[config.mk]
export PLATFORM = sky130hd
export DESIGN_NAME = skt_cell
export DESIGN_NICKNAME = d
export VERILOG_FILES = /design/src/design/skt_pkg.sv /design/src/design/skt_cell.sv
export SDC_FILE = /design/constraint.sdc
export NUM_CORES = 1
export LEC_CHECK = 0
export BUFFER_PORTS_ARGS = -buffer_cell sky130_fd_sc_hd__buf_2
export CAP_MARGIN = 10
export CORE_ASPECT_RATIO = 1.4
export CORE_MARGIN = 2
export CORE_UTILIZATION = 47
export CTS_BUF_LIST = sky130_fd_sc_hd__clkbuf_16
export DETAILED_ROUTE_END_ITERATION = 7
export MAX_ROUTING_LAYER = met4
export PLACE_DENSITY = 0.8
export SYNTH_ARGS = -nofsm -noshare
export SYNTH_HDL_FRONTEND = slang
export SYNTH_SLANG_ARGS = --single-unit
[constraint.sdc]
create_clock -name clk -period 3.2 [get_ports clk]
set_clock_uncertainty 0.2 [all_clocks]
set_input_delay 0.16 -clock clk [delete_from_list [all_inputs] [get_ports clk]]
set_output_delay 0.16 -clock clk [all_outputs]
set_load 0.01 [all_outputs]
[src/design/skt_pkg.sv]
`timescale 1ns / 1ps
// Shared types and constants for the streaming k-th largest tracker.
// Used by skt_cell, the top level, the checker and the testbench; depends on nothing.
package skt_pkg;

	localparam int VALUE_W  = 32;
	localparam int RANK_W   = 11;
	localparam int RANK_RST = 1024;

	typedef logic signed [VALUE_W-1:0] value_t;
	typedef logic [RANK_W-1:0]         rank_t;

	// Broadcast to every cell: load on an accepted beat, and whether the store grows
	// (insert with shift towards the top) or replaces its smallest entry.
	typedef struct packed {
		logic load;
		logic grow;
	} cell_ctrl_t;

endpackage

[src/design/skt_cell.sv]
`timescale 1ns / 1ps
// One cell of the ascending sorted store: holds one value and hands it to a neighbour.
// Depends on skt_pkg.
module skt_cell #(
	parameter int CNT_W = 11,
	parameter int IDX   = 0
) (
	input  logic                clk,
	input  skt_pkg::cell_ctrl_t ctrl,
	input  logic [CNT_W-1:0]    count,
	input  skt_pkg::value_t     key,
	input  logic                lt_prev,
	input  skt_pkg::value_t     v_prev,
	input  logic                lt_next,
	input  skt_pkg::value_t     v_next,
	output logic                lt_self,
	output skt_pkg::value_t     v_self,
	output skt_pkg::value_t     nxt
);

	skt_pkg::value_t v_q;
	logic            valid;

	assign valid   = CNT_W'(IDX) < count;
	assign lt_self = valid && (v_q < key);
	assign v_self  = v_q;

	always_comb begin
		if (ctrl.grow) begin
			priority if (lt_self) begin
				nxt = v_q;
			end else if (lt_prev) begin
				nxt = key;
			end else begin
				nxt = v_prev;
			end
		end else begin
			priority if (!lt_self) begin
				nxt = v_q;
			end else if (lt_next) begin
				nxt = v_next;
			end else begin
				nxt = key;
			end
		end
	end

	always_ff @(posedge clk) begin
		if (ctrl.load) begin
			v_q <= nxt;
		end
	end

endmodule

Word level (Yosys, flattened, before mapping)
Index checks and enable logic that the tools add are counted.

Order comparisons: 2. Reductions and logical operators: 1. Mux-type cells: 5.

Operator list (count): 32-bit 2-to-1 mux (5); 32-bit less-than comparator (1); 1-bit by 11-bit less-than comparator with 1-bit output (first input constant) (1); 1-bit logical AND (1).

Output and inout bits: 65. Word-level logic and storage cells: 9. Flip-flop bits (word level): 32. Bits of input ports: 112.

Longest topological paths before layout
Depth in word-level cells: 4. Gate-level depth with buffers: 13. Mapped depth without buffers: 11.

Worst setup path after synthesis
No wires, ideal clock.

Path type: flip-flop to flip-flop. From: reg v_q[25] (netlist: v_self[25]). To: reg v_q[0] (netlist: v_self[0]), data pin. Cell stages (with the launch flop): 11. Path buffers: 1. Slack: 0.201 ns. Data arrival time: 2.545 ns. Period minus slack after synthesis: 2.999 ns. Data required time: 2.745 ns. Library setup time: 0.255 ns. Cell sequence: edfxtp_1 > ha_1 > a21o_1 > a21o_1 > a211oi_1 > a21o_1 > a31oi_1 > mux2i_2 > buf_6 > xor2_1 > a211oi_1.

Word-level cells in the longest chain between the ends: 4. Elaborated cells on any way between the ends: 5. Those cells by class: 1 x order compare; 3 x mux; 1 x reduce/logical.

RTL lines: start: declaration (RTL line skt_cell.sv:21) `skt_pkg::value_t v_q;`; start signal: assignment (RTL line skt_cell.sv:50) `v_q <= nxt;`; 32-bit less-than comparator * (RTL line skt_cell.sv:25) `assign lt_self = valid && (v_q < key);`; 1-bit logical AND * (RTL line skt_cell.sv:25); 32-bit 2-to-1 mux, on equally long branches (RTL line skt_cell.sv:38, skt_cell.sv:30); 32-bit 2-to-1 mux * (RTL line skt_cell.sv:29) `if (ctrl.grow) begin`; named net nxt[0] (RTL line skt_cell.sv:18) `output skt_pkg::value_t nxt`.

Mark *: on every way through the listed nets, which the timed path passes. The rest lies on a longest branch. A chain may end at the register's enable or synchronous reset.

Worst setup path after layout
From: reg v_q[25] (netlist: v_self[25]). To: out nxt[16].

Word-level cells in the longest chain between the ends: 4. Elaborated cells on any way between the ends: 5. Those cells by class: 1 x order compare; 3 x mux; 1 x reduce/logical.

RTL lines (RTL line): 32-bit less-than comparator * (skt_cell.sv:25); 1-bit logical AND * (skt_cell.sv:25); 32-bit 2-to-1 mux, on equally long branches (skt_cell.sv:38, skt_cell.sv:30); 32-bit 2-to-1 mux * (skt_cell.sv:29); end: declaration (skt_cell.sv:18).

Every way passes the cells marked *; elsewhere a longest branch is shown, timed or not.

==> impl_metrics.json <==
{
  "max-cap-violations": 0,
  "synth_top_cell_by_area": "edfxtp_1",
  "worstMarginPinSlew_ps": 816,
  "largest_reg_flops": 32,
  "slew-limit-headroom_pct": 45.6,
  "track_usage_pct": 26.5,
  "async_reset_ff_share_pct": 0,
  "path_max_fanout": 11,
  "synthDominantCellAreaShare_pct": 27.2,
  "synth.most_common_cell": "mux2i_1",
  "ys.flop_type": "edfxtp_1",
  "outcome": "complete, but fails checks",
  "finalCriticalPeriod_ps": 3460,
  "power_switching_w": 0.00103,
  "gp_congestion": 0.829,
  "initial_utilization_pct": 48.3,
  "vias": 3884,
  "synth_fp_nets": 544,
  "layout-drive-gt1-share_pct": 47.2,
  "ys_seq_area_share_pct": 27.2,
  "rsz0062_at_grt": "yes",
  "coreArea_mm2": 0.00731,
  "dieWidth_um": 77.3,
  "cp.required_ps": 2840,
  "grt_pass1_vias": 3759,
  "switching_share_pct": 37.8,
  "antenna_left": 0,
  "remaining_drc_errors": 0,
  "syn-instance-count": 401,
  "dpl.hpwl_um": 7640,
  "grt_overflow": 0,
  "hold_viol": 0,
  "die-area_mm2": 0.00824,
  "final.period_utilization_pct": 108,
  "wl_um": 11500,
  "holdWs_ps": 189,
  "drv_slew": 0,
  "fmax_mhz": 289,
  "htreeDepth": 2,
  "synthToLayoutAreaGrowth_pct": 49.2,
  "setup_viol": 36,
  "avgViaCountPerCell": 5.52,
  "internal_power_w": 0.00170,
  "drtPass1Iterations": 7,
  "syn_avg_cell_area_um2": 8.81,
  "power_density_mw_per_mm2": 519,
  "vdd_ir_drop_max_v": 0.000351,
  "rows": 37,
  "die_h_um": 107,
  "ys_seq_elements": 32,
  "drt_first_iter_violations": 276,
  "grt_max_degree": 39,
  "synth_common_cells": "62 x mux2i_1, 61 x o21ai_0, 38 x nand2_1, 34 x inv_1, 32 x edfxtp_1",
  "io_buffers": 176,
  "p_leak_nw": 2.66,
  "comb_power_share_pct": 60.1,
  "pre_cts_ws_ps": -64.2,
  "finalSetupTns_ps": -5560,
  "final_nets": 749,
  "path_class": "flip-flop to output pin",
  "holdCritPathClass": "input pin to flip-flop",
  "wl_per_cell_um": 16.4,
  "rrSetupSlack_ps": -110,
  "max-clock-path-buffers": 2,
  "clock-sinks": 32,
  "synthTopCellsByArea": "edfxtp_1 27%, mux2i_1 18%, ha_1 11%",
  "end_kind": "output pin",
  "yosysWarnings": 0,
  "p_clk_share_pct": 16.6,
  "clk_pin_slew_ps": 50,
  "p_seq_share_pct": 23.3,
  "violations": "setup timing",
  "clk-insertion-delay-late_ps": 280,
  "syn_area_mm2": 0.00353,
  "stdcell_count": 703,
  "start_kind": "flip-flop",
  "placedCellCount": 658,
  "antenna_found_initial": 0,
  "arrival_ps": 3100,
  "worst_slack_ps": -264,
  "synthDistinctLibCells": 35,
  "io_pins": 177,
  "antenna_cells": 0,
  "numCtsBuffers": 5,
  "grt_pass1_wl_um": 17200,
  "synth_enable_flop_cells": 32,
  "cts_tree": "yes",
  "cts_root_buf": "clkbuf_16"
}
[metrics by stage]
| stage | util (%) | instance area [um2] | total power [W] |
|---|---|---|---|
| 2_1_floorplan | - | 3530 | 0.00144 |
| 3_3_place_gp | 61.6 | 4510 | 0.00182 |
| 3_5_place_dp | 61.6 | 4510 | 0.00185 |
| 4_1_cts | 69.3 | 5070 | 0.00260 |
| 5_1_grt | 72.1 | 5270 | 0.00289 |
| 6_report | 72.1 | 5270 | 0.00274 |
[worst max-delay path, cell delays in order (launching register included)]
cell,delay [ps]
edfxtp_1,430
ha_4,250
a21o_1,190
a21o_1,230
a211oi_4,270
buf_4,160
a31oi_4,90
mux2i_4,200
buf_6,140
buf_12,140
bufbuf_16,270
and2_1,150
o22ai_2,150
buf_2,160
[power groups by stage]
stage | sequential [W] | combinational (W) | clock, W
after floorplan | 0.000669 | 0.000773 | 0
after global placement | 0.000644 | 0.00118 | 0
after detailed placement | 0.000651 | 0.00120 | 0
after CTS | 0.000634 | 0.00150 | 0.000464
after global routing | 0.000647 | 0.00176 | 0.000476
final | 0.000639 | 0.00165 | 0.000455
[final timing paths]
| kind | end | depth (start not counted) | startpoint |
|---|---|---|---|
| worst max-delay path | nxt[16] | 13 | v_self[25] |
| worst min-delay path | v_self[0] | 3 | v_next[0] |
| worst max register to register | v_self[19] | 14 | v_self[25] |
| worst min register to register | v_self[0] | 2 | v_self[0] |
[kinds of logic after synthesis]
kind of cell | count (synthesis) | synth area share [%]
AOI/OAI and AO/OA | 120 | 22.7
xor gates and xnor gates | 1 | 0.248
adders and majority gates | 31 | 11.0
buffers and inverters | 62 | 7.96
DFF | 32 | 27.2
muxes | 63 | 17.9
and+or+nand+nor | 92 | 13.0
[what timing repair did]
item | 4_1_cts | 5_1_grt
hold buffers | 0 | 0
setup endpoints to repair | 33 | 44
gates cloned | 3 | 0
pin swaps | 20 | 15
setup buffers | 26 | 9
resized for setup | 31 | 24
[layout by cell type (no fill, tap or decap), types with 7 or more instances in the layout]
cell type  synthesis  layout
and2_1            30      27
buf_4              2      39
ha_1              31      24
edfxtp_1          32      32
nand2_1           38      38
o21ai_0           61      56
a21oi_1           11       7
o22ai_1           11       8
buf_2              0     176
o22ai_2           19      22
nor2_1             9       7
mux2i_1           62      53
o21ai_1            3       8
inv_1             34      34
ha_4               0       7
[metal layers]
layer | global-route usage (%) | vias to the layer above | part of all wire, %
met5 | - | - | 0
met4 | 8.16 | 0 | 2.6
met3 | 3.37 | 32 | 7.1
met2 | 49.6 | 191 | 53
met1 | 28.9 | 1795 | 37
li1 | - | 1866 | -
[area by class of cell]
cell class,instances,area [um2]
fillers,560,2040
clock buffers,5,125
clock inverters,2,7.51
flip-flops and latches,32,961
well taps,97,121
repair buffers,226,1380
multi-input cells,307,2550
inverters,34,128
No activity file was read; power rests on OpenSTA's default activity.
